==> config.mk <==
export PLATFORM = sky130hd
export DESIGN_NAME = bct_rot
export DESIGN_NICKNAME = d
export VERILOG_FILES = /design/src/hw/rtl/bct_pkg.sv /design/src/hw/rtl/bct_rot.sv
export SDC_FILE = /design/constraint.sdc
export NUM_CORES = 2
export LEC_CHECK = 0
export BUFFER_PORTS_ARGS = -buffer_cell sky130_fd_sc_hd__clkbuf_2
export CORE_ASPECT_RATIO = 1.2
export CORE_MARGIN = 1
export CORE_UTILIZATION = 23
export DETAILED_ROUTE_END_ITERATION = 12
export GPL_TIMING_DRIVEN = 0
export PLACE_DENSITY = 0.38
export SYNTH_ARGS = -nofsm -noshare
export SYNTH_HDL_FRONTEND = slang
export SYNTH_SLANG_ARGS = --single-unit
==> constraint.sdc <==
create_clock -name clk -period 13.2 [get_ports clk]
set_input_delay 1.32 -clock clk [delete_from_list [all_inputs] [get_ports clk]]
set_output_delay 1.32 -clock clk [all_outputs]
set_load 0.01 [all_outputs]
==> src/hw/rtl/bct_pkg.sv <==
// Shared types and constants for the bone chain transform block.
package bct_pkg;
  localparam int TABLE_DEPTH = 64;
  localparam int IDX_W = 6;
  localparam int Q_ROT = 28;
  localparam int ROT_W = 34;
  localparam int ROT_E_W = 36;
  localparam int PROD_W = 66;
  localparam int ACC_W = 68;

  typedef logic signed [31:0] word_t;
  typedef logic signed [15:0] quat_el_t;
  typedef logic signed [6:0] parent_t;

  typedef struct packed {
    parent_t  parent;
    word_t    tx;
    word_t    ty;
    word_t    tz;
    quat_el_t qw;
    quat_el_t qx;
    quat_el_t qy;
    quat_el_t qz;
  } entry_t;

  typedef logic signed [ROT_W-1:0] rel_t;
  typedef rel_t [8:0] rot_t;
  typedef word_t [11:0] mat_t;
  typedef word_t [2:0] vec_t;

  typedef struct packed {
    logic init;
    logic start;
  } aff_ctl_t;
endpackage

==> src/hw/rtl/bct_rot.sv <==
// Quaternion to rotation matrix unit on one shared 16x16 multiplier.
module bct_rot #(
  parameter int FRAC_BITS = 16
) (
  input  logic              clk,
  input  logic              rst,
  input  logic              start,
  input  bct_pkg::quat_el_t qw,
  input  bct_pkg::quat_el_t qx,
  input  bct_pkg::quat_el_t qy,
  input  bct_pkg::quat_el_t qz,
  output bct_pkg::rot_t     r,
  output logic              done
);
  import bct_pkg::*;

  localparam int SH = Q_ROT - FRAC_BITS;
  localparam logic signed [ROT_E_W-1:0] ONE = ROT_E_W'(1) <<< Q_ROT;
  localparam logic signed [ROT_E_W-1:0] HALF = ROT_E_W'(1) <<< (SH - 1);

  quat_el_t w, x, y, z, a, b;
  logic signed [31:0] prod [9];
  logic [3:0] cnt;
  logic busy;
  logic signed [ROT_E_W-1:0] p [9];
  logic signed [ROT_E_W-1:0] e [9];

  always_comb begin
    case (cnt)
      4'd0: begin a = x; b = x; end
      4'd1: begin a = y; b = y; end
      4'd2: begin a = z; b = z; end
      4'd3: begin a = x; b = y; end
      4'd4: begin a = w; b = z; end
      4'd5: begin a = x; b = z; end
      4'd6: begin a = w; b = y; end
      4'd7: begin a = y; b = z; end
      default: begin a = w; b = x; end
    endcase
  end

  always_comb begin
    for (int k = 0; k < 9; k++) begin
      p[k] = ROT_E_W'(prod[k]);
    end
    e[0] = ONE - ((p[1] + p[2]) <<< 1);
    e[1] = (p[3] - p[4]) <<< 1;
    e[2] = (p[5] + p[6]) <<< 1;
    e[3] = (p[3] + p[4]) <<< 1;
    e[4] = ONE - ((p[0] + p[2]) <<< 1);
    e[5] = (p[7] - p[8]) <<< 1;
    e[6] = (p[5] - p[6]) <<< 1;
    e[7] = (p[7] + p[8]) <<< 1;
    e[8] = ONE - ((p[0] + p[1]) <<< 1);
  end

  always_ff @(posedge clk) begin
    if (rst) begin
      busy <= 1'b0;
      done <= 1'b0;
      cnt <= 4'd0;
    end else begin
      done <= 1'b0;
      if (start) begin
        busy <= 1'b1;
        cnt <= 4'd0;
      end else if (busy) begin
        if (cnt == 4'd9) begin
          busy <= 1'b0;
          done <= 1'b1;
        end
        cnt <= cnt + 4'd1;
      end
    end
  end

  always_ff @(posedge clk) begin
    if (start) begin
      w <= qw;
      x <= qx;
      y <= qy;
      z <= qz;
    end
    if (busy && cnt < 4'd9) begin
      prod[cnt] <= a * b;
    end
    if (busy && cnt == 4'd9) begin
      for (int k = 0; k < 9; k++) begin
        r[k] <= ROT_W'((e[k] + HALF) >>> SH);
      end
    end
  end
endmodule

==> reports/results.ini <==
[global_route]
grt_first_pass_wirelength_um=213000
overflow=0
grtUsageTotal_pct=13.8
grt_pass1_vias=34500
grt_max_degree=46
grt_antenna_before_repair=9

[synth]
synth_seq_cells=568
synthArstFlopShare_pct=0
synth_edf_count=562
synth_nets=5166
synth_area_per_cell_um2=10.3
postSynthCellCount=4458
yosysTopAreaCellShare_pct=36.7
yosys.area.top_type=edfxtp_1
syn_area_um2=45900
yosys_warnings=0
synth_seq_area_share_pct=37.0
yosysUniqueCellTypes=102
ys.flop_type=edfxtp_1
yosys-top-cells-area=edfxtp_1 37%, fa_1 12%, ha_1 10%, xnor2_1 4.5%, inv_1 4.2%

[floorplan]
fp.dieH_um=492
die_area_um2=201000
ios=374
core_um2=198000
initial_core_util_pct=23.2
die_w_um=410
rows=179

[timing]
hold_violations=0
rsz0062_at_grt=false
timing.hold.ws_ps=582
period_needed_ps=11100
fin_crit_sh_pct=84.1
tightest_slew_ps=1400
skew_ps=51.4
fmax_mhz=90.1
setup_viol=0
drv_slew=0
slew_headroom_pct=6.76

[drt]
drtIter0Drc=1643
num_vias=33800
avgViaCountPerCell=4.42
drtPass1Iterations=10
wl_per_cell_um=18.5
ant_nets=0
drc=106
wirelength_um=141000

[setup_path]
r2r_end=prod[6][31]
arrival_ps=11630
reg2reg_depth=32
cp_slowest_cell=a21oi_1
reg2reg_slack_ps=2100
critical_path_class=register to register
worstPathRequired_ps=13720
worstPathMaxFanout=10
slowest_delay_ps=890
worstReg2RegStart=cnt[2]
endpoint_kind=register
crit_path_start_kind=register
path_common_cell=fa_1

[worst_hold_path]
holdPathStages=2
hold_end=cnt[1]
hp-class=register to register
holdCritStartpoint=cnt[1]

[placement]
gp_congestion=0.825
numPortBuffers=373
place_inst=7503
dp_hpwl_um=115000

[clock_tree]
clkLatencyLatePin_ps=710
ctsHoldBuffers=0
postCtsResizedCells=0
cts_tree=done
cts.reportedPaths.clkPinSlew_ps=80
h-tree-depth=3
clock_path_buffers=3
post_cts_buffers=0
cts_made_buffers=74
cts-root-buf=clkbuf_16
cts_sinks=568

[run_status]
status=finished, violations left
violations=design-rule violations

[cells_and_area]
final_cell_mix=562 x edfxtp_1, 518 x inv_1, 376 x ha_1
drive_above_1_share_pct=14.6
final_common_cell=edfxtp_1
layout.filler_cells=20900
stdcell_count=7648
final_net_count=5665
area_delta_synth_final_pct=18.7

[run]
timing.max_cap.violations=0

cell type report:
| type | instances | area, um2 | share of cell area (%) |
|---|---|---|---|
| multi-input cells | 3163 | 26100 | 47.9 |
| flip-flops and latches | 568 | 17000 | 31.2 |
| well taps | 2624 | 3280 | 6.02 |
| repair buffers | 423 | 2630 | 4.83 |
| inverters | 519 | 1950 | 3.57 |
| clock buffers | 89 | 1940 | 3.56 |
| plain buffers | 208 | 1140 | 2.10 |
| clock inverters | 46 | 465 | 0.853 |
| diodes | 8 | 20.0 | 0.0367 |
how the worst max path moves through the flow:
stage / startpoint / end / slack, ps / cells after the start
after floorplan: cnt[1] / r[0] / 2960 / 4
after global placement: cnt[0] / r[43] / -3410 / 3
after detailed placement: cnt[2] / prod[6][31] / 1810 / 32
after CTS: cnt[2] / prod[5][31] / 1710 / 32
after global routing: cnt[2] / prod[4][31] / 1420 / 32
final: cnt[2] / prod[6][31] / 2100 / 32
cells in the mapped netlist, drive strengths merged (80+ instances only):
cell and n:
fa 265, o21ai 141, ha 376, clkbuf 103
nand2 278, xor2 134, a21oi 197, nand3 80
buf 105, inv 518, a21o 81, nor3 120
edfxtp 562, xnor2 237, nor2 367
through the flow:
stage	area [um2]	setup WS (ps)	setup TNS, ps	util (%)
floorplan	45900	2960	0	-
global placement	51100	-3410	-720540	25.8
detailed placement	52100	1810	0	26.3
CTS	54500	1710	0	27.5
global route	54500	1420	0	27.5
finish	54500	2100	0	27.5
routing by layer:
layer  vias up  part of all wire, %  GRT usage (%)
li1      16600                    -              -
met5         -               0.0085              0
met2       640                   48           23.6
met4         2                  2.4           4.02
met1     16400                   46           18.1
met3       162                  3.8           1.88
cell families (layout without fill, tap and decap cells):
kind of cell               count (synthesis)  count (layout)  synth area share, %
buffers and inverters                    727            1285                 6.73
and+or+nand+nor                         1259            1259                 13.6
adders and majority gates                641             641                 21.8
other                                      0               8                    0
xor gates and xnor gates                 373             373                 7.17
muxes                                     18              18                0.406
AOI/OAI and AO/OA                        872             872                 13.2
DFF                                      568             568                 37.0
registers in the layout, indices dropped and copies added, names as in the netlist:
| name | cells |
|---|---|
| cnt | 4 |
| y | 16 |
| x | 16 |
| z | 16 |
| w | 16 |
| prod | 288 |
| busy | 1 |
| done | 1 |
| r | 210 |
worst max-delay path: cells and delay by family (launching register included):
family          cells  cell delay (ps)
simple gates        6             1870
buf+inv             9             1960
compound gates     10             3510
flops               1              310
fa+ha+maj           7             3220
Power is left out: the tool's default activity adds up to more than one toggle a clock period on the data nets, which glitch-free logic cannot reach.
