===== config.mk =====
export PLATFORM = sky130hd
export DESIGN_NAME = bct_affine
export DESIGN_NICKNAME = d
export VERILOG_FILES = /design/src/hw/rtl/bct_pkg.sv /design/src/hw/rtl/bct_affine.sv
export SDC_FILE = /design/constraint.sdc
export NUM_CORES = 2
export LEC_CHECK = 0
export BUFFER_PORTS_ARGS = -buffer_cell sky130_fd_sc_hd__buf_2
export CORE_MARGIN = 1
export CORE_UTILIZATION = 40
export CTS_CLUSTER_DIAMETER = 100
export DETAILED_ROUTE_END_ITERATION = 6
export PLACE_DENSITY = 0.63
export SYNTH_ARGS = -nofsm -noshare
export SYNTH_HDL_FRONTEND = slang
export SYNTH_SLANG_ARGS = --single-unit

===== constraint.sdc =====
create_clock -name clk -period 11.8 [get_ports clk]
set_clock_uncertainty 0.2 [all_clocks]
set_input_delay 2.36 -clock clk [delete_from_list [all_inputs] [get_ports clk]]
set_output_delay 2.36 -clock clk [all_outputs]
set_load 0.005 [all_outputs]

===== src/hw/rtl/bct_pkg.sv =====
// Shared types and constants for the bone chain transform block.
package bct_pkg;
  localparam int TABLE_DEPTH = 64;
  localparam int IDX_W = 6;
  localparam int Q_ROT = 28;
  localparam int ROT_W = 34;
  localparam int ROT_E_W = 36;
  localparam int PROD_W = 66;
  localparam int ACC_W = 68;

  typedef logic signed [31:0] word_t;
  typedef logic signed [15:0] quat_el_t;
  typedef logic signed [6:0] parent_t;

  typedef struct packed {
    parent_t  parent;
    word_t    tx;
    word_t    ty;
    word_t    tz;
    quat_el_t qw;
    quat_el_t qx;
    quat_el_t qy;
    quat_el_t qz;
  } entry_t;

  typedef logic signed [ROT_W-1:0] rel_t;
  typedef rel_t [8:0] rot_t;
  typedef word_t [11:0] mat_t;
  typedef word_t [2:0] vec_t;

  typedef struct packed {
    logic init;
    logic start;
  } aff_ctl_t;
endpackage


===== src/hw/rtl/bct_affine.sv =====
// Accumulated affine matrix and the sequential 3x4 product of one chain level.
module bct_affine #(
  parameter int FRAC_BITS = 16
) (
  input  logic              clk,
  input  logic              rst,
  input  bct_pkg::aff_ctl_t ctl,
  input  bct_pkg::rot_t     r,
  input  bct_pkg::vec_t     t,
  output bct_pkg::mat_t     m,
  output logic              done
);
  import bct_pkg::*;

  localparam logic signed [ACC_W-1:0] HALF = ACC_W'(1) <<< (FRAC_BITS - 1);
  localparam logic signed [ACC_W-1:0] SMAX = ACC_W'(32'sh7fffffff);
  localparam logic signed [ACC_W-1:0] SMIN = -ACC_W'(64'sh80000000);
  localparam word_t UNIT = 32'(1) <<< FRAC_BITS;

  mat_t n;
  logic [1:0] i, j, k;
  logic [2:0] s;
  logic busy, fin;
  logic signed [PROD_W-1:0] prod;
  logic signed [ACC_W-1:0] acc, rnd;
  word_t m_sel, sat;
  rel_t r_sel;
  logic [3:0] m_idx, r_idx, n_idx;

  assign k = s[1:0];
  assign m_idx = {k, j};
  assign r_idx = {1'b0, i, 1'b0} + {2'b00, i} + {2'b00, k};
  assign n_idx = {i, j};
  assign m_sel = (m_idx < 4'd12) ? m[m_idx] : '0;
  assign r_sel = (r_idx < 4'd9) ? r[r_idx] : '0;
  assign rnd = (acc + HALF) >>> FRAC_BITS;

  always_comb begin
    if (rnd > SMAX) begin
      sat = 32'sh7fffffff;
    end else if (rnd < SMIN) begin
      sat = 32'sh80000000;
    end else begin
      sat = rnd[31:0];
    end
  end

  always_ff @(posedge clk) begin
    if (rst) begin
      busy <= 1'b0;
      fin <= 1'b0;
      done <= 1'b0;
      i <= 2'd0;
      j <= 2'd0;
      s <= 3'd0;
    end else begin
      done <= 1'b0;
      fin <= 1'b0;
      if (fin) begin
        done <= 1'b1;
      end
      if (ctl.start) begin
        busy <= 1'b1;
        i <= 2'd0;
        j <= 2'd0;
        s <= 3'd0;
      end else if (busy) begin
        if (s == 3'd4) begin
          s <= 3'd0;
          if (j == 2'd3) begin
            j <= 2'd0;
            if (i == 2'd2) begin
              busy <= 1'b0;
              fin <= 1'b1;
            end else begin
              i <= i + 2'd1;
            end
          end else begin
            j <= j + 2'd1;
          end
        end else begin
          s <= s + 3'd1;
        end
      end
    end
  end

  always_ff @(posedge clk) begin
    prod <= r_sel * m_sel;
    if (busy) begin
      case (s)
        3'd0: begin
          acc <= (j == 2'd3) ? (ACC_W'(t[i]) <<< FRAC_BITS) : '0;
        end
        3'd4: begin
          n[n_idx] <= sat;
        end
        default: begin
          acc <= acc + ACC_W'(prod);
        end
      endcase
    end
    if (ctl.init) begin
      for (int q = 0; q < 12; q++) begin
        m[q] <= (q == 0 || q == 5 || q == 10) ? UNIT : '0;
      end
    end else if (fin) begin
      m <= n;
    end
  end
endmodule


==> impl_metrics.tcl <==
set metrics [dict create \
    yosys-top-cells-area "fa_1, edfxtp_1, dfxtp_1" \
    grt.overflow.total 0 \
    design.core.area_mm2 0.195 \
    grt_pass1_wl_mm 420 \
    wirelength_mm 287 \
    finalHoldViolCount 0 \
    comb_power_share 0.149 \
    gp_congestion 0.973 \
    peakVddDrop_uv 115 \
    synth_sequential_area_ratio 0.291 \
    regToRegStartpoint "i[0]" \
    floorplan.io_pins 791 \
    numnets_final 10078 \
    initial_antenna_violation_count 28 \
    synth_cell_types 80 \
    timing.final.ws_setup_ns 0.449 \
    post_cts_hold_buffer_count 0 \
    crit_path_end "prod[63]" \
    setup-violations-final 0 \
    timing.critical_path.mode_cell "fa_1" \
    dpl.cell_count 10792 \
    grt_pass1_vias 61779 \
    maxSlewHeadroom 0.181 \
    fmax_mhz 88.1 \
    drive_above_1_share 0.179 \
    worstPathRequired_ns 12.21 \
    design_power_total_mw 7.64 \
    rrSetupSlack_ns 0.45 \
    postSynthRegisterBits 912 \
    critPathLaunchType "register" \
    ctsRootBufferMaster "clkbuf_16" \
    synth_edf_count 452 \
    clk_latency_ns 0.74 \
    power_per_cell_area_mw_per_mm2 85.3 \
    seqPwrFrac 0.447 \
    die_y_um 445 \
    route.antenna.remaining_nets 0 \
    rr_worst_depth 30 \
    num_rows 162 \
    critical_path.max_stage_delay_ns 0.95 \
    floorplan.die.width_um 445 \
    effective_utilization_at_floorplan 0.402 \
    layout_worst_path_cycle_share 0.962 \
    crit_path_top_delay_cell "o21ai_1" \
    dieArea_mm2 0.198 \
    run_status "finished clean" \
    timing.critical_path.to_type "register" \
    syn_nets 9378 \
    wl_met1_mm 115 \
    vias 60214 \
    wl_met2_mm 133 \
    switching_share 0.281 \
    grt_setup_unrepaired "false" \
    synth.yosys.warnings 0 \
    maxUsedRoutingLayer "met5" \
    drt_iter0_markers 6002 \
    holdCritStartpoint "n[298]" \
    htreeDepth 3 \
    buffer_levels_on_the_longest_clock_path 3 \
    number_of_remaining_drc_errors 0 \
    post_route_minimum_period_ns 11.35 \
    mappedNetlistArea_mm2 0.0784 \
    place_hpwl_mm 226 \
    worst_r2r_endpoint "prod[63]" \
    groute.usage.overall 0.290 \
    layout_overhead_on_the_synthesized_area_pct 14.3 \
    maxSlewViolCount 0 \
    clock_power_share 0.404 \
    synth_commonest_cells "fa_1, inv_1, nor2_1" \
    mean_instance_size_in_the_synthesized_netlist_um2 10.4 \
    vias_per_cell 5.48 \
    synthDominantCellAreaShare 0.293 \
    worstHoldPathType "reg2reg" \
    cts_tree "done" \
    wl_met3_mm 23.0 \
    psw_mw 2.15 \
    yosys.cell_count.top_type "fa_1" \
    cts-buffers-inserted 90 \
    timing_worst_slew_pin_value_ns 1.23 \
    cts_num_sinks 912 \
    crit_type "reg2reg" \
    synthesis.instances 7560 \
    worstPathMaxFanout 21 \
    wire_per_inst_um 26.1 \
    internal_power_mw 5.49 \
    cp_data_arrival_time_ns 11.76 \
    buffer_ports.inserted 790 \
    maxCapViolCount 0 \
    finalNonFillerCells 10979 \
    synth_top_cell_by_area "fa_1" \
    synthFlopType "dfxtp_1" \
    drt_pre_antenna_iters 5 \
    largest_net_degree_at_the_start_of_global_routing 207 \
    placement.setup.worst_slack_ns -0.341 \
    postSynth.asyncResetShare 0 \
    final.hold.worst_slack_ns 0.262 \
    clk_pin_slew_ns 0.07 \
    leakage_nw 39.6 \
    critPathLaunch "i[0]" \
]
==> flip-flops by register name, indices dropped and copies added, names as in the netlist <==
| register | cells |
|---|---|
| i | 2 |
| n | 384 |
| busy | 1 |
| done | 1 |
| acc | 68 |
| fin | 1 |
| s | 3 |
| j | 2 |
| m | 384 |
| prod | 66 |
==> cells by family (layout without fill, tap and decap cells) <==
family                   Yosys count  count (layout)  share of synthesized area
multiplexers                     594             594                     0.0999
other                              0              17                          0
flip-flops                       912             912                      0.291
buffers and inverters           1540            2318                     0.0746
XOR/XNOR                         170             170                     0.0190
AND/OR/NAND/NOR                 2175            2175                      0.120
AO/OA/AOI/OAI                    757             757                     0.0609
adder cells (fa/ha/maj)         1412            1412                      0.335
==> routing by layer <==
metal,GRT usage,up-vias
met5,0,-
met4,0.137,10
met3,0.0517,640
met2,0.461,2942
met1,0.384,30809
li1,-,25813
==> critical path, delay by kind of cell (launching register included) <==
family | cells | cell delay, ns
adder cells (fa/ha/maj) | 12 | 6.02
flip-flops | 1 | 0.54
XOR/XNOR | 1 | 0.14
AND/OR/NAND/NOR | 6 | 1.10
AO/OA/AOI/OAI | 5 | 2.11
multiplexers | 1 | 0.20
buffers and inverters | 5 | 0.86
==> power groups by stage <==
stage / clock, mW / combinational, mW / sequential (mW)
CTS: 3.14 / 1.12 / 3.42
finish: 3.09 / 1.14 / 3.42
global placement: 0 / 1.10 / 3.49
global route: 3.25 / 1.22 / 3.42
floorplan: 0 / 0.648 / 3.46
detailed placement: 0 / 1.10 / 3.48
==> worst min-delay path by stage <==
stage                   to  cells past startpoint
finish              m[298]                      2
global route        m[266]                      2
CTS                 m[336]                      1
detailed placement   m[16]                      1
global placement    m[176]                      1
floorplan            m[16]                      1
==> layout make-up <==
type                       count  area (um2)
clock inverter                49         672
sequential                   912       22800
multi-input combinational   5108       50000
inverter                    1105        4150
fill                       18144      105000
tap                         2624        3280
timing repair buffer        1043        6060
clock buffer                 121        2530
antenna                       17        42.5
==> cells in the final DEF, fill, tap and decap left out, types with 36 or more instances in the layout <==
cell          n
a211oi_1     36
a21o_1       99
a21oi_1     244
buf_2       789
buf_4       237
clkbuf_16    90
dfxtp_1     453
edfxtp_1    452
fa_1       1143
ha_1        264
inv_1      1105
mux2i_1     439
mux4_2      150
nand2_1     647
nand2b_1     44
nand3_1      55
nor2_1     1011
nor2b_1      80
nor3_1       68
o21ai_0     100
o22ai_1      39
or3_1        58
xnor2_1     104
xor2_1       66
==> through the flow <==
step	instance area, um2	utilization	setup TNS, ns
3_5_place_dp	86200	0.443	-1.66
4_1_cts	89500	0.459	0
2_1_floorplan	78400	-	0
3_3_place_gp	86200	0.443	-1.13
5_1_grt	89500	0.460	0
6_report	89600	0.460	0
==> repair_timing <==
action                                  CTS  global route
gates resized for setup                   1            15
buffers inserted                          0             0
endpoints found under the setup margin    6            10
(Power assumes the default switching activity.)
